==> src/hdl/swa_pkg.sv <==
// Shared constants and types for the sensor window averager.
package swa_pkg;

  localparam int unsigned MaxSamples = 1024;
  localparam int unsigned TsW        = 32;
  localparam int unsigned ChW        = 16;
  localparam int unsigned WinW       = 22;
  localparam int unsigned CntW       = $clog2(MaxSamples + 1);
  localparam int unsigned SumW       = ChW + $clog2(MaxSamples);
  localparam int unsigned NumCh      = 6;
  localparam int unsigned ChIdxW     = $clog2(NumCh);
  localparam int unsigned DivCntW    = $clog2(SumW + 1);
  localparam int unsigned UsedW      = 11;

  localparam logic [WinW-1:0] WindowMsReset = WinW'(10000);

  localparam logic [ChIdxW-1:0] ChTemp = ChIdxW'(0);
  localparam logic [ChIdxW-1:0] ChLast = ChIdxW'(NumCh - 1);

  typedef struct packed {
    logic            start;
    logic [SumW-1:0] dividend;
    logic [CntW-1:0] divisor;
  } div_req_t;

  typedef struct packed {
    logic            done;
    logic [SumW-1:0] quotient;
  } div_rsp_t;

  typedef enum logic [3:0] {
    ST_IDLE  = 4'b0001,
    ST_START = 4'b0010,
    ST_WAIT  = 4'b0100,
    ST_OUT   = 4'b1000
  } seq_state_e;

endpackage

==> src/hdl/swa_if.sv <==
// Item channels and configuration channel of the sensor window averager.
interface swa_in_if;
  logic                             valid;
  logic                             ready;
  logic        [swa_pkg::TsW-1:0]   timestamp_ms;
  logic signed [swa_pkg::ChW-1:0]   temperature;
  logic        [swa_pkg::ChW-1:0]   solar_south;
  logic        [swa_pkg::ChW-1:0]   solar_east;
  logic        [swa_pkg::ChW-1:0]   solar_west;
  logic        [swa_pkg::ChW-1:0]   daylight;
  logic        [swa_pkg::ChW-1:0]   wind;
  logic                             twilight;
  logic                             rain;

  modport source (output valid, timestamp_ms, temperature, solar_south, solar_east,
                  solar_west, daylight, wind, twilight, rain, input ready);
  modport sink (input valid, timestamp_ms, temperature, solar_south, solar_east,
                solar_west, daylight, wind, twilight, rain, output ready);
endinterface

interface swa_out_if;
  logic                             valid;
  logic                             ready;
  logic        [swa_pkg::TsW-1:0]   avg_timestamp_ms;
  logic signed [swa_pkg::ChW-1:0]   avg_temperature;
  logic        [swa_pkg::ChW-1:0]   avg_solar_south;
  logic        [swa_pkg::ChW-1:0]   avg_solar_east;
  logic        [swa_pkg::ChW-1:0]   avg_solar_west;
  logic        [swa_pkg::ChW-1:0]   avg_daylight;
  logic        [swa_pkg::ChW-1:0]   avg_wind;
  logic                             twilight_any;
  logic                             any_rain;
  logic        [swa_pkg::UsedW-1:0] samples_used;
  logic                             closed_early;

  modport source (output valid, avg_timestamp_ms, avg_temperature, avg_solar_south,
                  avg_solar_east, avg_solar_west, avg_daylight, avg_wind, twilight_any,
                  any_rain, samples_used, closed_early, input ready);
  modport sink (input valid, avg_timestamp_ms, avg_temperature, avg_solar_south,
                avg_solar_east, avg_solar_west, avg_daylight, avg_wind, twilight_any,
                any_rain, samples_used, closed_early, output ready);
endinterface

interface swa_cfg_if;
  logic                         valid;
  logic                         ready;
  logic [swa_pkg::WinW-1:0]     window_ms;

  modport source (output valid, window_ms, input ready);
  modport sink (input valid, window_ms, output ready);
endinterface

==> src/hdl/swa_div.sv <==
// Restoring unsigned divider, one quotient bit per cycle.
module swa_div (
  input  logic              clk_i,
  input  logic              rst_ni,
  input  swa_pkg::div_req_t req_i,
  output swa_pkg::div_rsp_t rsp_o
);
  import swa_pkg::*;

  logic [CntW-1:0]    rem_q, rem_d;
  logic [SumW-1:0]    quo_q, quo_d;
  logic [CntW-1:0]    dvs_q, dvs_d;
  logic [DivCntW-1:0] cnt_q, cnt_d;
  logic               busy_q, busy_d;
  logic               done_q, done_d;
  logic [CntW:0]      trial;
  logic [CntW:0]      diff;

  assign trial = {rem_q, quo_q[SumW-1]};
  assign diff  = trial - {1'b0, dvs_q};

  always_comb begin
    rem_d  = rem_q;
    quo_d  = quo_q;
    dvs_d  = dvs_q;
    cnt_d  = cnt_q;
    busy_d = busy_q;
    done_d = 1'b0;
    if (req_i.start) begin
      rem_d  = '0;
      quo_d  = req_i.dividend;
      dvs_d  = req_i.divisor;
      cnt_d  = DivCntW'(SumW);
      busy_d = 1'b1;
    end else if (busy_q) begin
      if (trial >= {1'b0, dvs_q}) begin
        rem_d = diff[CntW-1:0];
        quo_d = {quo_q[SumW-2:0], 1'b1};
      end else begin
        rem_d = trial[CntW-1:0];
        quo_d = {quo_q[SumW-2:0], 1'b0};
      end
      cnt_d = cnt_q - DivCntW'(1);
      if (cnt_q == DivCntW'(1)) begin
        busy_d = 1'b0;
        done_d = 1'b1;
      end
    end
  end

  always_ff @(posedge clk_i or negedge rst_ni) begin
    if (!rst_ni) begin
      busy_q <= 1'b0;
      done_q <= 1'b0;
      cnt_q  <= '0;
    end else begin
      busy_q <= busy_d;
      done_q <= done_d;
      cnt_q  <= cnt_d;
    end
  end

  always_ff @(posedge clk_i) begin
    rem_q <= rem_d;
    quo_q <= quo_d;
    dvs_q <= dvs_d;
  end

  assign rsp_o.done     = done_q;
  assign rsp_o.quotient = quo_q;

endmodule

==> src/hdl/sensor_window_averager_core.sv <==
// Top level of the sensor window averager.
//
// Usage: samples enter on in_i (valid/ready). Each accepted item is added to
// six running channel sums, its flags are ORed in and the window count grows.
// If the window closes (span from first to current sample >= window_ms, or
// the count reaches the sample limit), six averages are formed by one shared
// restoring divider, 26 bits at one bit per cycle, and one item goes out on
// out_o. window_ms is written through cfg_i, which is always ready.
// Timing: an item that does not close the window is taken without a stall;
// one that closes it keeps in_i.ready low while, per channel, a start state,
// the divider's shift steps and its done strobe run in turn, then one output
// load, plus any wait for the output register to free up. Input is accepted
// again while a finished result still waits on out_o.
// Reset empties the window, drops any pending result and loads window_ms
// with 10000. If the receiver stalls, the result is held stable on out_o;
// a next window close then waits until the held item is taken.
module sensor_window_averager_core (
  input  logic      clk_i,
  input  logic      rst_ni,
  swa_in_if.sink    in_i,
  swa_cfg_if.sink   cfg_i,
  swa_out_if.source out_o
);
  import swa_pkg::*;

  seq_state_e state_q, state_d;

  logic [WinW-1:0]   win_q;
  logic [SumW-1:0]   sum_q [NumCh];
  logic [SumW-1:0]   sum_new [NumCh];
  logic [CntW-1:0]   cnt_q;
  logic [CntW-1:0]   cnt_new;
  logic [TsW-1:0]    start_q;
  logic [TsW-1:0]    start_new;
  logic [TsW-1:0]    span;
  logic              twl_q, rain_q;
  logic              by_time, by_count;
  logic              accept;

  logic [TsW-1:0]    res_ts_q;
  logic              res_early_q;
  logic [ChIdxW-1:0] ch_q;
  logic [ChW-1:0]    avg_q [NumCh];

  logic              out_vld_q;
  logic [TsW-1:0]    o_ts_q;
  logic [ChW-1:0]    o_avg_q [NumCh];
  logic              o_twl_q, o_rain_q, o_early_q;
  logic [UsedW-1:0]  o_used_q;

  div_req_t          div_req;
  div_rsp_t          div_rsp;
  logic [SumW-1:0]   dividend;
  logic [SumW-1:0]   quo_fix;
  logic              temp_neg;
  logic              out_free;

  assign accept      = in_i.valid && in_i.ready;
  assign in_i.ready  = (state_q == ST_IDLE);
  assign cfg_i.ready = 1'b1;
  assign out_free    = !out_vld_q || out_o.ready;

  always_comb begin
    sum_new[0] = sum_q[0] + {{(SumW-ChW){in_i.temperature[ChW-1]}}, in_i.temperature};
    sum_new[1] = sum_q[1] + SumW'(in_i.solar_south);
    sum_new[2] = sum_q[2] + SumW'(in_i.solar_east);
    sum_new[3] = sum_q[3] + SumW'(in_i.solar_west);
    sum_new[4] = sum_q[4] + SumW'(in_i.daylight);
    sum_new[5] = sum_q[5] + SumW'(in_i.wind);
  end

  assign cnt_new   = cnt_q + CntW'(1);
  assign start_new = (cnt_q == '0) ? in_i.timestamp_ms : start_q;
  assign span      = in_i.timestamp_ms - start_new;
  assign by_time   = span >= TsW'(win_q);
  assign by_count  = cnt_new >= CntW'(MaxSamples);

  // temperature sum runs through the divider as a magnitude
  assign temp_neg = sum_q[0][SumW-1];
  always_comb begin
    dividend = sum_q[ch_q];
    if (ch_q == ChTemp && temp_neg) begin
      dividend = -sum_q[0];
    end
  end
  assign quo_fix = (ch_q == ChTemp && temp_neg) ? -div_rsp.quotient : div_rsp.quotient;

  assign div_req.start    = (state_q == ST_START);
  assign div_req.dividend = dividend;
  assign div_req.divisor  = cnt_q;

  swa_div u_div (
    .clk_i  (clk_i),
    .rst_ni (rst_ni),
    .req_i  (div_req),
    .rsp_o  (div_rsp)
  );

  always_comb begin
    state_d = state_q;
    unique case (state_q)
      ST_IDLE: begin
        if (accept && (by_time || by_count)) begin
          state_d = ST_START;
        end
      end
      ST_START: state_d = ST_WAIT;
      ST_WAIT: begin
        if (div_rsp.done) begin
          state_d = (ch_q == ChLast) ? ST_OUT : ST_START;
        end
      end
      ST_OUT: begin
        if (out_free) begin
          state_d = ST_IDLE;
        end
      end
      default: state_d = ST_IDLE;
    endcase
  end

  always_ff @(posedge clk_i or negedge rst_ni) begin
    if (!rst_ni) begin
      state_q   <= ST_IDLE;
      win_q     <= WindowMsReset;
      cnt_q     <= '0;
      start_q   <= '0;
      twl_q     <= 1'b0;
      rain_q    <= 1'b0;
      ch_q      <= '0;
      out_vld_q <= 1'b0;
      for (int i = 0; i < NumCh; i++) begin
        sum_q[i] <= '0;
      end
    end else begin
      state_q <= state_d;
      if (cfg_i.valid) begin
        win_q <= cfg_i.window_ms;
      end
      if (accept) begin
        sum_q   <= sum_new;
        cnt_q   <= cnt_new;
        start_q <= start_new;
        twl_q   <= twl_q | in_i.twilight;
        rain_q  <= rain_q | in_i.rain;
        ch_q    <= '0;
      end
      if (state_q == ST_WAIT && div_rsp.done && ch_q != ChLast) begin
        ch_q <= ch_q + ChIdxW'(1);
      end
      if (state_q == ST_OUT && out_free) begin
        out_vld_q <= 1'b1;
        cnt_q     <= '0;
        start_q   <= '0;
        twl_q     <= 1'b0;
        rain_q    <= 1'b0;
        for (int i = 0; i < NumCh; i++) begin
          sum_q[i] <= '0;
        end
      end else if (out_o.ready) begin
        out_vld_q <= 1'b0;
      end
    end
  end

  always_ff @(posedge clk_i) begin
    if (accept) begin
      res_ts_q    <= in_i.timestamp_ms;
      res_early_q <= !by_time;
    end
    if (state_q == ST_WAIT && div_rsp.done) begin
      avg_q[ch_q] <= quo_fix[ChW-1:0];
    end
    if (state_q == ST_OUT && out_free) begin
      o_ts_q    <= res_ts_q;
      o_avg_q   <= avg_q;
      o_twl_q   <= twl_q;
      o_rain_q  <= rain_q;
      o_used_q  <= UsedW'(cnt_q);
      o_early_q <= res_early_q;
    end
  end

  assign out_o.valid            = out_vld_q;
  assign out_o.avg_timestamp_ms = o_ts_q;
  assign out_o.avg_temperature  = o_avg_q[0];
  assign out_o.avg_solar_south  = o_avg_q[1];
  assign out_o.avg_solar_east   = o_avg_q[2];
  assign out_o.avg_solar_west   = o_avg_q[3];
  assign out_o.avg_daylight     = o_avg_q[4];
  assign out_o.avg_wind         = o_avg_q[5];
  assign out_o.twilight_any     = o_twl_q;
  assign out_o.any_rain         = o_rain_q;
  assign out_o.samples_used     = o_used_q;
  assign out_o.closed_early     = o_early_q;

endmodule
==> src/flat_wrapper.sv <==
// flat-port wrapper written by rule: the top's interface ports become plain ports
module sensor_window_averager_core_flat import swa_pkg::*;
  (clk_i, rst_ni, in_i_valid, in_i_timestamp_ms, in_i_temperature, in_i_solar_south, in_i_solar_east, in_i_solar_west, in_i_daylight, in_i_wind, in_i_twilight, in_i_rain, in_i_ready, cfg_i_valid, cfg_i_window_ms, cfg_i_ready, out_o_valid, out_o_avg_timestamp_ms, out_o_avg_temperature, out_o_avg_solar_south, out_o_avg_solar_east, out_o_avg_solar_west, out_o_avg_daylight, out_o_avg_wind, out_o_twilight_any, out_o_any_rain, out_o_samples_used, out_o_closed_early, out_o_ready);
  swa_in_if in_i_i ();
  swa_cfg_if cfg_i_i ();
  swa_out_if out_o_i ();
  input  logic clk_i;
  input  logic rst_ni;
  input wire logic [$bits(in_i_i.valid)-1:0] in_i_valid;
  input wire logic [$bits(in_i_i.timestamp_ms)-1:0] in_i_timestamp_ms;
  input wire logic [$bits(in_i_i.temperature)-1:0] in_i_temperature;
  input wire logic [$bits(in_i_i.solar_south)-1:0] in_i_solar_south;
  input wire logic [$bits(in_i_i.solar_east)-1:0] in_i_solar_east;
  input wire logic [$bits(in_i_i.solar_west)-1:0] in_i_solar_west;
  input wire logic [$bits(in_i_i.daylight)-1:0] in_i_daylight;
  input wire logic [$bits(in_i_i.wind)-1:0] in_i_wind;
  input wire logic [$bits(in_i_i.twilight)-1:0] in_i_twilight;
  input wire logic [$bits(in_i_i.rain)-1:0] in_i_rain;
  output wire logic [$bits(in_i_i.ready)-1:0] in_i_ready;
  input wire logic [$bits(cfg_i_i.valid)-1:0] cfg_i_valid;
  input wire logic [$bits(cfg_i_i.window_ms)-1:0] cfg_i_window_ms;
  output wire logic [$bits(cfg_i_i.ready)-1:0] cfg_i_ready;
  output wire logic [$bits(out_o_i.valid)-1:0] out_o_valid;
  output wire logic [$bits(out_o_i.avg_timestamp_ms)-1:0] out_o_avg_timestamp_ms;
  output wire logic [$bits(out_o_i.avg_temperature)-1:0] out_o_avg_temperature;
  output wire logic [$bits(out_o_i.avg_solar_south)-1:0] out_o_avg_solar_south;
  output wire logic [$bits(out_o_i.avg_solar_east)-1:0] out_o_avg_solar_east;
  output wire logic [$bits(out_o_i.avg_solar_west)-1:0] out_o_avg_solar_west;
  output wire logic [$bits(out_o_i.avg_daylight)-1:0] out_o_avg_daylight;
  output wire logic [$bits(out_o_i.avg_wind)-1:0] out_o_avg_wind;
  output wire logic [$bits(out_o_i.twilight_any)-1:0] out_o_twilight_any;
  output wire logic [$bits(out_o_i.any_rain)-1:0] out_o_any_rain;
  output wire logic [$bits(out_o_i.samples_used)-1:0] out_o_samples_used;
  output wire logic [$bits(out_o_i.closed_early)-1:0] out_o_closed_early;
  input wire logic [$bits(out_o_i.ready)-1:0] out_o_ready;
  assign in_i_i.valid = in_i_valid;
  assign in_i_i.timestamp_ms = in_i_timestamp_ms;
  assign in_i_i.temperature = in_i_temperature;
  assign in_i_i.solar_south = in_i_solar_south;
  assign in_i_i.solar_east = in_i_solar_east;
  assign in_i_i.solar_west = in_i_solar_west;
  assign in_i_i.daylight = in_i_daylight;
  assign in_i_i.wind = in_i_wind;
  assign in_i_i.twilight = in_i_twilight;
  assign in_i_i.rain = in_i_rain;
  assign in_i_ready = in_i_i.ready;
  assign cfg_i_i.valid = cfg_i_valid;
  assign cfg_i_i.window_ms = cfg_i_window_ms;
  assign cfg_i_ready = cfg_i_i.ready;
  assign out_o_valid = out_o_i.valid;
  assign out_o_avg_timestamp_ms = out_o_i.avg_timestamp_ms;
  assign out_o_avg_temperature = out_o_i.avg_temperature;
  assign out_o_avg_solar_south = out_o_i.avg_solar_south;
  assign out_o_avg_solar_east = out_o_i.avg_solar_east;
  assign out_o_avg_solar_west = out_o_i.avg_solar_west;
  assign out_o_avg_daylight = out_o_i.avg_daylight;
  assign out_o_avg_wind = out_o_i.avg_wind;
  assign out_o_twilight_any = out_o_i.twilight_any;
  assign out_o_any_rain = out_o_i.any_rain;
  assign out_o_samples_used = out_o_i.samples_used;
  assign out_o_closed_early = out_o_i.closed_early;
  assign out_o_i.ready = out_o_ready;
  sensor_window_averager_core u_core (.clk_i(clk_i), .rst_ni(rst_ni), .in_i(in_i_i), .cfg_i(cfg_i_i), .out_o(out_o_i));
endmodule
==> config.mk <==
export PLATFORM = sky130hd
export DESIGN_NAME = sensor_window_averager_core_flat
export DESIGN_NICKNAME = d
export VERILOG_FILES = /design/src/hdl/swa_pkg.sv /design/src/hdl/swa_if.sv /design/src/hdl/swa_div.sv /design/src/hdl/sensor_window_averager_core.sv /design/src/flat_wrapper.sv
export SDC_FILE = /design/constraint.sdc
export NUM_CORES = 1
export LEC_CHECK = 0
export ABC_AREA = 1
export BUFFER_PORTS_ARGS = -buffer_cell sky130_fd_sc_hd__clkbuf_2
export CAP_MARGIN = 20
export CORE_AREA = 2 2 236 296
export DETAILED_ROUTE_END_ITERATION = 6
export DIE_AREA = 0 0 238 298
export HOLD_SLACK_MARGIN = 0.1
export PLACE_DENSITY = 0.61
export SLEW_MARGIN = 40
export SYNTH_ARGS = -nofsm -noshare
export SYNTH_HDL_FRONTEND = slang
export SYNTH_SLANG_ARGS = --single-unit
export TNS_END_PERCENT = 1
==> constraint.sdc <==
create_clock -name clk_i -period 7.7 [get_ports clk_i]
set_input_delay 0.77 -clock clk_i [delete_from_list [all_inputs] [get_ports clk_i]]
set_output_delay 0.77 -clock clk_i [all_outputs]
set_load 0.1 [all_outputs]
* Word level (Yosys, flattened, before mapping) *
Cells that the tools add are included.

word-level totals
  bits in latches = 0
  memories = 0
  output and inout bits = 145
  memory bits (writable) = 0
  ROM bits = 0
  bits in registers = 557
  logic and storage cells = 128
  input port bits = 157

cells by class
  shifts and indexed selects = 0
  multiply operators = 0
  order comparisons = 5
  reductions and logical operators = 18
  bitwise gates (word level) = 3
  add/subtract/negate cells = 13
  equal/unequal tests = 10
  divide/modulo/power cells = 0
  muxes and demuxes = 40

operators with widths
  cell                   number
  $mux 156               2
  $add 26x16->26         5
  $mux 26                5
  $bwmux 96              1
  $mux 32                3
  $bmux 26 s3            1
  $demux 16 s3           1
  $mux 11                3
  $ge 32x22->1           1
  $mux 16                2
  $sub 32x32->32         1
  $add 26x26->26         1
  $neg 26->26            1
  $mux 4                 4
  $neg 16->16            1
  $pmux 4 s4             1
  $mux 1                 13
  $ge 12x11->1           1
  $add 11x1->11 const B  1
  $ge 11x11->1 const B   1
  $logic_not 11->1       1
  $sub 11x11->11         1
  $mux 5                 2
  $reduce_bool 2->1      4
  21 further kinds       32

* Depth between registers and ports, before layout *
Gate-level depths: netlist of run 1.

  depth in word-level cells = 8
  mapped depth = 32
  depth with buffers taken out = 32

* Cells and area by module *
From an unflattened synthesis of run 1, not the netlist that was laid out.

unflattened totals
  cells, all modules = 3524
  area, all modules = 30860.8 sq um

by module, submodules not included
  module                       cells each  area each (sq um)  seq. area each (sq um)  instances
  sensor_window_averager_core  3151        27781.6            13925.9                 1
  swa_div                      373         3079.2             1506.4                  1

* Worst setup path before layout of run 1 *
OpenSTA, ideal clock, no wires.

  path kind = reg2reg
  start point = register u_core.out_vld_q, in the netlist u_core.out_o.valid
  end point = register u_core.sum_q[11] in the netlist's numbering
  path buffers = 1
  required time = 7359 ps
  stages on the path, launching flop included = 6
  library setup time = 341 ps
  setup slack = 1762 ps
  data arrival time = 5596 ps
  clock period less this slack = 5938 ps
  cell sequence = dfrtp_1 > inv_1 > nor2_1 > nor2_1 > clkbuf_1 > o31ai_1

on the way
  word-level cells in the longest chain between the ends = 4
  elaborated cells between the ends (all ways) = 5
  those cells by class = 1 x mux; 4 x reduce/logical

RTL lines
  what                                           RTL line                            text
  start, declared                                sensor_window_averager_core.sv:45   logic out_vld_q;
  start signal, assigned                         sensor_window_averager_core.sv:131  out_vld_q <= 1'b0;
  start signal, assigned                         sensor_window_averager_core.sv:152  out_vld_q <= 1'b1;
  start signal, assigned                         sensor_window_averager_core.sv:161  out_vld_q <= 1'b0;
  $logic_not 1->1 *                              sensor_window_averager_core.sv:61   assign out_free = !out_vld_q || out_o.ready;
  $logic_or 1x1->1 *                             sensor_window_averager_core.sv:61
  $logic_and 1x1->1 *                            sensor_window_averager_core.sv:151  if (state_q == ST_OUT && out_free) begin
  $mux 156 or $reduce_bool 2->1 (tied branches)  -
  end signal, assigned                           sensor_window_averager_core.sv:141  sum_q <= sum_new;
  end, declared                                  sensor_window_averager_core.sv:29   logic [SumW-1:0] sum_q [NumCh];

Every way passes the cells marked *; elsewhere a longest branch is shown, timed or not.
A chain may end at the register's enable or synchronous reset.

* Worst setup path after layout of run 1 *
  start point = register u_core.cnt_q[0]
  end point = register u_core.state_q[3]

on the way
  word-level cells in the longest chain between the ends = 8
  elaborated cells between the ends (all ways) = 10
  those cells by class = 2 x add/sub; 2 x order compare; 1 x eq/ne; 1 x mux; 4 x reduce/logical

RTL lines
  what                          RTL line                            text
  start, declared               sensor_window_averager_core.sv:31   logic [CntW-1:0] cnt_q;
  start signal, assigned        sensor_window_averager_core.sv:142  cnt_q <= cnt_new;
  $logic_not 11->1              sensor_window_averager_core.sv:73   assign start_new = (cnt_q == '0) ? in_i.timestamp_ms : start_q;
  $mux 32                       sensor_window_averager_core.sv:73
  $sub 32x32->32                sensor_window_averager_core.sv:74   assign span = in_i.timestamp_ms - start_new;
  $ge 32x22->1                  sensor_window_averager_core.sv:75   assign by_time = span >= TsW'(win_q);
  $logic_or 1x1->1 *            sensor_window_averager_core.sv:103  if (accept && (by_time || by_count)) begin
  $logic_and 1x1->1 *           sensor_window_averager_core.sv:103
  $ne 2x2->1 (no line) *        -
  $reduce_and 3->1 (no line) *  -
  end signal, assigned          sensor_window_averager_core.sv:136  state_q <= state_d;
  end, declared                 sensor_window_averager_core.sv:26   seq_state_e state_q, state_d;

Marked as above.

==> results of run 1 <==
flip-flops by register name (all words and copies together) (netlist names), 16 cells and up:
name and cells:
u_core.win_q 22, u_core.out_o.avg_solar_east 16, u_core.avg_q 96, u_core.sum_q 156, u_core.res_ts_q 32, u_core.start_q 32
u_core.out_o.avg_daylight 16, u_core.u_div.quo_q 26, u_core.out_o.avg_temperature 16, u_core.out_o.avg_solar_west 16, u_core.out_o.avg_solar_south 16, u_core.out_o.avg_timestamp_ms 32
u_core.out_o.avg_wind 16
stage by stage:
stage | power [uW] | hold WS [ns]
final | 13360 | 0.3419
after global routing | 14480 | 0.3201
after CTS | 13430 | 0.3025
after detailed placement | 10460 | 0.4045
after global placement | 10370 | 0.4006
after floorplan | 8838 | 0.4003
cell usage in the layout (no fill, tap or decap), drive strengths merged, types with 7 or more instances in the layout:
cell type / n
a21o: 12
a21oi: 349
a22oi: 7
a31oi: 17
a32o: 7
and3: 7
buf: 30
bufinv: 8
clkbuf: 363
clkinv: 21
clkinvlp: 10
dfrtp: 232
dfxtp: 11
edfxtp: 308
fa: 8
ha: 178
inv: 440
nand2: 664
nand3: 122
nand3b: 7
nand4: 30
nor2: 273
nor3: 34
nor4: 16
o21a: 11
o21ai: 321
o21bai: 18
o221ai: 11
o22ai: 78
o31ai: 14
or2: 12
xnor2: 15
xor2: 62
kinds of logic (layout without fill, tap and decap cells):
group / count (synthesis) / in the layout / synth area share
AND/OR/NAND/NOR: 1171 / 1171 / 0.1634
AO/OA/AOI/OAI: 880 / 880 / 0.1607
flip-flops: 557 / 557 / 0.5085
buffers and inverters: 529 / 873 / 0.06609
adder cells (fa/ha/maj): 186 / 186 / 0.07866
XOR/XNOR: 77 / 77 / 0.02222
other: 1 / 7 / 0.0001236
multiplexers: 1 / 1 / 0.0003710
path summary, 6_finish.rpt:
kind | start | end | slack (ns) | cells past startpoint
worst min-delay path | cfg_i_window_ms[10] | u_core.win_q[10] | 0.34 | 3
min in group asynchronous | rst_ni | u_core.twl_q | 0.64 | 2
worst max register to register | u_core.cnt_q[0] | u_core.state_q[3] | 3.30 | 33
max in group asynchronous | rst_ni | u_core.cnt_q[6] | 5.86 | 4
worst max-delay path | u_core.cnt_q[0] | u_core.state_q[3] | 3.30 | 33
worst min register to register | u_core.avg_q[61] | u_core.out_o.avg_solar_east[13] | 0.41 | 0
critical path, delay by kind of cell, from the launching register on:
family,cells,cell delay (ns)
flops,1,0.41
simple gates,23,1.93
buf+inv,3,0.48
compound gates,3,0.51
fa+ha+maj,3,0.75
xor+xnor,1,0.20
cell type report:
class | instances | area (sq um) | share of cell area
multi-input combinational | 2316 | 12940 | 0.3707
sequential | 557 | 15430 | 0.4420
clock buffer | 64 | 1505 | 0.04311
clock inverter | 44 | 470.5 | 0.01347
inverter | 435 | 1635 | 0.04684
antenna | 6 | 15.01 | 0.0004300
tap | 872 | 1091 | 0.03125
timing repair buffer | 330 | 1824 | 0.05225
per-layer routing:
metal	up-vias	global-route usage
met2	727	0.3835
met4	2	0.09836
met1	11390	0.3187
met5	-	0
li1	12290	-
met3	146	0.03456
power by group:
group / internal (uW) / switching (uW) / leakage, uW
Sequential: 4040 / 504 / 0.00584
Clock: 1680 / 1230 / 0.000940
Combinational: 2030 / 3870 / 0.00905
Total: 7760 / 5600 / 0.0158
==> results.cfg, run 1 <==
[placement]
placedCellCount = 4508
dpl.hpwl_mm = 62.27
pre_cts_ws_ns = 3.326
port_buffers = 300
routabilityCongestion = 0.8916
placed_area_sq_um = 32890

[finish]
drive_above_1_share = 0.1292
fillers = 6412
fin_cells = 4624
utilization = 0.5134
final_nets = 4040
syn_to_final_growth_pct = 15.04
design_area_sq_um = 34910

[yosys]
synth_edf_count = 308
synth_area_leaders = edfxtp_1 (30%), dfrtp_1 (19%), nand2_1 (8.1%)
synthFlopType = edfxtp_1
syn-num-nets = 3745
synth_seq_area_share = 0.5085
ys_warn_count = 0
async_flop_share = 0.4273
synth_top_cells_by_count = nand2_1 (657), inv_1 (430), a21oi_1 (348), o21ai_0 (316), edfxtp_1 (308)
yosysMostFrequentCell = nand2_1
ys_ff_latch = 557
syn_area_per_cell_sq_um = 8.921
yosys.area.top_type = edfxtp_1
synth_cell_types = 62
synthesis.area_sq_um = 30350
synth_top_area_share = 0.3047
synthCells = 3402

[timing]
timing.fmax_ghz = 0.2273
period_share = 0.5713
fin_ws_ns = 3.301
tightest_slew_ns = 0.8417
finalSetupTns_ns = 0
clock_skew_ns = 0.02082
finalSetupViolCount = 0
hold_violations = 0
min_period_ns = 4.399
rsz0062_at_grt = no
slew_headroom = 0.4389
maxSlewViolCount = 0

[clock_network]
post_cts_resized = 0
clock-sinks = 557
cts_tree = built
cts_max_path_buffers = 3
post_cts_buffers = 0
path_clk_slew_ns = 0.06
cts_hold_buf = 1
cts_made_buffers = 57
htreeDepth = 2
clkLatencyLatePin_ns = 0.63
clockRootBuffer = clkbuf_16

[pwr]
peakVddDrop_mv = 0.2281
leakage_uw = 0.01583
p_per_area_nw_per_um2 = 382.6

[die]
pin_count = 302
num_rows = 107
die_w_um = 238
start_util = 0.4462
coreArea_sq_um = 68010
die-area_sq_um = 70920
die_h_um = 298

[grt]
grt.total_usage = 0.2369
grt_pass1_vias = 23540
antenna_found_initial = 7
globalRouteOverflowTotal = 0
grt_max_degree = 129
grt_first_pass_wirelength_mm = 131.1

[detailed_routing]
firstDrtPassIters = 5
wl_met2_mm = 38.65
met3_length_mm = 4.857
detailroute.via_count = 24560
met1Wirelength_mm = 37.57
wl_per_cell_um = 18.26
top_layer = met5
remaining_drc_errors = 0
antenna_left = 0
totalWireLength_mm = 84.44
vias_per_cell = 5.310
drt-initial-drc-count = 1623

[setup_path]
crit_path_end_kind = flop
cp_common_cell = nand2_1
worstSetupPathType = flop to flop
crit_path_max_fanout = 25
cp_slowest_cell = dfrtp_1
critPathLaunchType = flop
critical-path-max-stage-delay_ns = 0.41
required_ns = 8.22
worstPathArrival_ns = 4.92

[run_status]
status = finished, final reports clean

[flow_run]
maxCapViolCount = 0

[worst_hold_path]
hold_path.class = primary input to flop
No activity file was read; power rests on OpenSTA's default activity.
==> inputs of run 2 (changes only) <==
--- a/config.mk
+++ b/config.mk
@@ -12,7 +12,7 @@
 export DETAILED_ROUTE_END_ITERATION = 6
 export DIE_AREA = 0 0 238 298
 export HOLD_SLACK_MARGIN = 0.1
-export PLACE_DENSITY = 0.61
+export PLACE_DENSITY = 0.63
 export SLEW_MARGIN = 40
 export SYNTH_ARGS = -nofsm -noshare
 export SYNTH_HDL_FRONTEND = slang
==> constraint.sdc (replaced) <==
create_clock -name clk_i -period 3.54 [get_ports clk_i]
set_input_delay 0.354 -clock clk_i [delete_from_list [all_inputs] [get_ports clk_i]]
set_output_delay 0.354 -clock clk_i [all_outputs]
set_load 0.1 [all_outputs]
==> run 2 against run 1 <==
  * The run now ends with negative setup slack left
  * Power rose by 130%
  * Wire length up 5.1%
  * Clock skew is 0.0044 ns lower
  * Sequential cell count unchanged
  * Critical path depth is 4 lower
  * Fmax up 8.0%
  * Clock power is 120% higher
  * Combinational power grew 150%
  * Critical path type unchanged
  * Non-clock buffer count increased by 227
  * Sequential share of layout area is 2.8 points lower
==> results.cfg, run 2 (synthesis results as in run 1) <==
[run_status]
status = complete, but fails checks
violations = negative setup slack

[grt]
grt_max_degree = 125
globalRouteOverflowTotal = 0
grt_pass1_vias = 24690
grt_first_pass_wirelength_mm = 136.2
grt.total_usage = 0.2448
antenna_found_initial = 7

[pwr]
p_per_area_nw_per_um2 = 823.5
leakage_uw = 0.01694
peakVddDrop_mv = 0.5096
finalPower_uw = 30700

[setup_path]
critical-path-max-stage-delay_ns = 0.41
required_ns = 4.05
reg2reg_depth = 29
worstPathArrival_ns = 4.59
cp_slowest_cell = dfrtp_1
crit_path_max_fanout = 5
critPathLaunchType = flop
worstSetupPathType = flop to flop
crit_path_end_kind = flop

[flow_run]
maxCapViolCount = 0

[detailed_routing]
vias_per_cell = 5.311
drt-initial-drc-count = 1800
remaining_drc_errors = 0
totalWireLength_mm = 88.78
antenna_left = 0
firstDrtPassIters = 5
wl_per_cell_um = 18.32
detailroute.via_count = 25740

[die]
num_rows = 107
coreArea_sq_um = 68010
die_h_um = 298
start_util = 0.4462
die_w_um = 238
pin_count = 302
die-area_sq_um = 70920

[placement]
placed_area_sq_um = 33940
dpl.hpwl_mm = 64.38
routabilityCongestion = 0.8967
port_buffers = 300

[finish]
regMostFlops = u_core.sum_q
syn_to_final_growth_pct = 22.84
largestRegisters = u_core.sum_q x156, u_core.avg_q x96
largest_register_ffs = 156
utilization = 0.5482
design_area_sq_um = 37280
final_nets = 4267
fillers = 6107
final_cell_mix = nand2_1 (627), inv_1 (427), a21oi_1 (338)
final_common_cell = nand2_1
drive_above_1_share = 0.1825

[clock_network]
cts_made_buffers = 57
clock-sinks = 557
clkLatencyLatePin_ns = 0.63
clockRootBuffer = clkbuf_16
cts_max_path_buffers = 3
cts_tree = built
path_clk_slew_ns = 0.07
htreeDepth = 2

[timing]
min_period_ns = 4.073
finalSetupViolCount = 4
fin_hold_ws_ns = 0.1289
hold_violations = 0
timing.fmax_ghz = 0.2455
period_share = 1.151
finalSetupTns_ns = -1.822
fin_ws_ns = -0.5334
slew_headroom = 0.4806
rsz0062_at_grt = yes
maxSlewViolCount = 0
clock_skew_ns = 0.01643
tightest_slew_ns = 0.7782

[worst_hold_path]
min_path_cells = 4
hold_path.class = primary input to flop
run 2: cell type report:
cell class                 instances  area, sq um  area share
clock inverter                    33        414.1     0.01111
antenna                            2        5.005   0.0001342
timing repair buffer             557         3772      0.1012
inverter                         435         1635     0.04386
tap                              872         1091     0.02927
sequential                       557        15430      0.4139
clock buffer                      74         1530     0.04105
multi-input combinational       2316        13400      0.3594
run 2: metal layers:
metal,global-route usage,vias up,share of wire
met5,0,-,0.00077
met4,0.09405,10,0.039
met3,0.03317,164,0.057
met2,0.4224,814,0.49
met1,0.3116,12020,0.42
li1,-,12730,-
run 2: repair_timing:
item | in CTS | in global routing
endpoints found under the hold margin | 152 | 0
pin swaps | 12 | 44
gates resized for setup | 31 | 85
buffers inserted | 19 | 10
gates cloned | 1 | 2
hold buffers | 63 | 0
endpoints found under the setup margin | 4 | 4
run 2: stage by stage:
step | std cells | setup slack [ns]
5_1_grt | 4845 | -0.8044
3_5_place_dp | 4642 | -0.5653
4_1_cts | 4832 | -0.4085
3_3_place_gp | 4641 | -0.4258
6_report | 4846 | -0.5334
2_1_floorplan | 3402 | -0.1334
run 2: critical path: cells and delay by family (launching register included):
kind            cells  cell delay [ns]
buf+inv             3             0.50
simple gates       19             1.63
flops               1             0.41
xor+xnor            1             0.15
fa+ha+maj           2             0.57
compound gates      4             0.70
run 2: worst paths after layout:
kind | start | endpoint | slack, ns
worst max register to register | u_core.cnt_q[4] | u_core.state_q[3] | -0.53
worst max-delay path | u_core.cnt_q[4] | u_core.state_q[3] | -0.53
worst min register to register | u_core.res_ts_q[4] | u_core.out_o.avg_timestamp_ms[4] | 0.41
min in group asynchronous | rst_ni | u_core.twl_q | 0.31
worst min-delay path | in_i_daylight[0] | u_core.sum_q[26] | 0.13
max in group asynchronous | rst_ni | u_core.state_q[0] | 2.29
run 2: where the power goes:
| group | switching [uW] | internal (uW) |
|---|---|---|
| logic | 8950 | 5560 |
| registers | 1110 | 8790 |
| clock network | 2650 | 3650 |
==> inputs of run 3 (changes only) <==
--- a/config.mk
+++ b/config.mk
@@ -8,11 +8,12 @@
 export ABC_AREA = 1
 export BUFFER_PORTS_ARGS = -buffer_cell sky130_fd_sc_hd__clkbuf_2
 export CAP_MARGIN = 20
-export CORE_AREA = 2 2 236 296
+export CORE_AREA = 4 4 238 298
 export DETAILED_ROUTE_END_ITERATION = 6
-export DIE_AREA = 0 0 238 298
+export DIE_AREA = 0 0 242 302
 export HOLD_SLACK_MARGIN = 0.1
 export PLACE_DENSITY = 0.63
+export SKIP_LAST_GASP = 1
 export SLEW_MARGIN = 40
 export SYNTH_ARGS = -nofsm -noshare
 export SYNTH_HDL_FRONTEND = slang
==> run 3 against run 2 <==
  * Die area rose by 3.0%
  * Non-clock buffer count up 2
  * Critical endpoint unchanged
  * Largest power group unchanged
  * Critical path depth is 1 higher
  * Wire length down 0.27%
  * Register-to-register slack gained 0.10 ns
  * The flow still finishes with violations (negative setup slack)
==> results.cfg, run 3 (synthesis results as in run 1) <==
[run_status]
status = complete, but fails checks
violations = negative setup slack

[placement]
placedCellCount = 4650
routabilityCongestion = 0.9163
port_buffers = 300
dpl.hpwl_mm = 65.04

[clock_network]
clkLatencyLatePin_ns = 0.62
htreeDepth = 2
clock-sinks = 557
cts_tree = built
cts_max_path_buffers = 3
cts_made_buffers = 56
clockRootBuffer = clkbuf_16
path_clk_slew_ns = 0.07

[grt]
grt_first_pass_wirelength_mm = 136.2
grt_max_degree = 125
antenna_found_initial = 5
grt_pass1_vias = 24610
grt.total_usage = 0.2349
globalRouteOverflowTotal = 0

[detailed_routing]
met3_length_mm = 5.117
antenna_left = 0
firstDrtPassIters = 6
totalWireLength_mm = 88.55
vias_per_cell = 5.296
met1Wirelength_mm = 37.05
wl_per_cell_um = 18.26
top_layer = met5
drt-initial-drc-count = 1498
remaining_drc_errors = 0
detailroute.via_count = 25680
wl_met2_mm = 43.11

[pwr]
leakage_uw = 0.01700
clkPwrFrac = 0.209
p_seq_frac = 0.320
p_sw_frac = 0.4118
p_per_area_nw_per_um2 = 826.2
combPwrFrac = 0.471
switchingPower_uw = 12720
intPower_uw = 18170
peakVddDrop_mv = 0.5020

[timing]
rsz0062_at_grt = yes
finalSetupViolCount = 4
fin_hold_ws_ns = 0.1348
period_share = 1.121
timing.fmax_ghz = 0.2520
slew_headroom = 0.4396
min_period_ns = 3.969
maxSlewViolCount = 0
fin_ws_ns = -0.4287
clock_skew_ns = 0.02596
hold_violations = 0
tightest_slew_ns = 0.8396

[flow_run]
maxCapViolCount = 0

[die]
die_w_um = 242
start_util = 0.4462
die_h_um = 302
die-area_sq_um = 73080
coreArea_sq_um = 68010
pin_count = 302
num_rows = 107

[finish]
final_common_cell = nand2_1
seq_area_sq_um = 15430
largestRegisters = u_core.sum_q x156, u_core.avg_q x96
drive_above_1_share = 0.1888
syn_to_final_growth_pct = 23.19
regMostFlops = u_core.sum_q
final_cell_mix = nand2_1 (626), inv_1 (425), a21oi_1 (335)
largest_register_ffs = 156
final_nets = 4268
fillers = 6152
fin_cells = 4849
multi_input_area_sq_um = 13400

[setup_path]
cp_slowest_cell = dfrtp_1
crit_path_max_fanout = 8
critPathLaunch = u_core.cnt_q[6]
worstPathArrival_ns = 4.49
critical-path-max-stage-delay_ns = 0.41
cp_common_cell = nand2_1
critPathLaunchType = flop
required_ns = 4.06
rrSetupSlack_ns = -0.43
reg2reg_depth = 30
worstSetupPathType = flop to flop
crit_path_end_kind = flop
reg2reg_from = u_core.cnt_q[6]

[worst_hold_path]
hold_path.class = primary input to flop
min_path_cells = 4
hold_start = in_i_daylight[0]
[run 3: cell count changes in the layout (fill, tap and decap cells not counted), sizes merged, moves of 3 or more]
cell and change:
clkbuf -11, inv +6, clkinvlp +5, clkinv -3
[run 3: worst max-delay path, delay by kind of cell, from the launching register on]
kind	cells	cell delay, ns
and+or+nand+nor	22	1.88
adders and majority gates	2	0.55
AOI/OAI and AO/OA	3	0.49
DFF	1	0.41
buffers and inverters	2	0.38
xor gates and xnor gates	1	0.17
[run 3: per-stage QoR]
step	area (sq um)	TNS (ns)	setup WS (ns)	utilization	power, uW
after floorplan	30370	-7.967	-0.1334	-	19230
after global placement	33980	-1.619	-0.4967	0.4996	23500
after detailed placement	34000	-1.653	-0.4857	0.5000	23710
after CTS	36840	-1.269	-0.4010	0.5417	30490
after global routing	37380	-2.435	-0.7129	0.5496	33310
final	37390	-1.446	-0.4287	0.5497	30890
[run 3: path summary, 6_finish.rpt]
kind / endpoint
max in group asynchronous: u_core.win_q[13]
hold / removal: u_core.sum_q[26]
min in group asynchronous: u_core.sum_q[62]
setup / recovery: u_core.state_q[3]
setup reg to reg: u_core.state_q[3]
hold reg to reg: u_core.out_o.avg_daylight[6]
[run 3: power by group through the flow]
stage          combinational (uW)  sequential, uW  clock (uW)
6_report                    14500            9900        6460
5_1_grt                     16400           10000        6880
4_1_cts                     14000            9870        6610
3_5_place_dp                13700            9980           0
3_3_place_gp                13600            9940           0
2_1_floorplan                9620            9600           0
[run 3: metal layers]
metal / global-route usage / up-vias
met4: 0.08226 / 4
li1: - / 12780
met5: 0 / -
met3: 0.03954 / 150
met1: 0.2970 / 12050
met2: 0.4104 / 698
[run 3: layout make-up]
type	count	share of cell area
flip-flops and latches	557	0.4128
clock buffers	63	0.03983
diodes	4	0.0002677
repair buffers	559	0.1016
inverters	435	0.04374
multi-input cells	2316	0.3583
well taps	872	0.02918
clock inverters	43	0.01422
[run 3: repair_timing]
action	in CTS	in global routing
buffers inserted	8	15
endpoints found under the setup margin	4	4
hold buffers	63	0
gates resized for setup	41	84
hold endpoints to repair	121	0
gates cloned	1	2
pin swaps	23	48
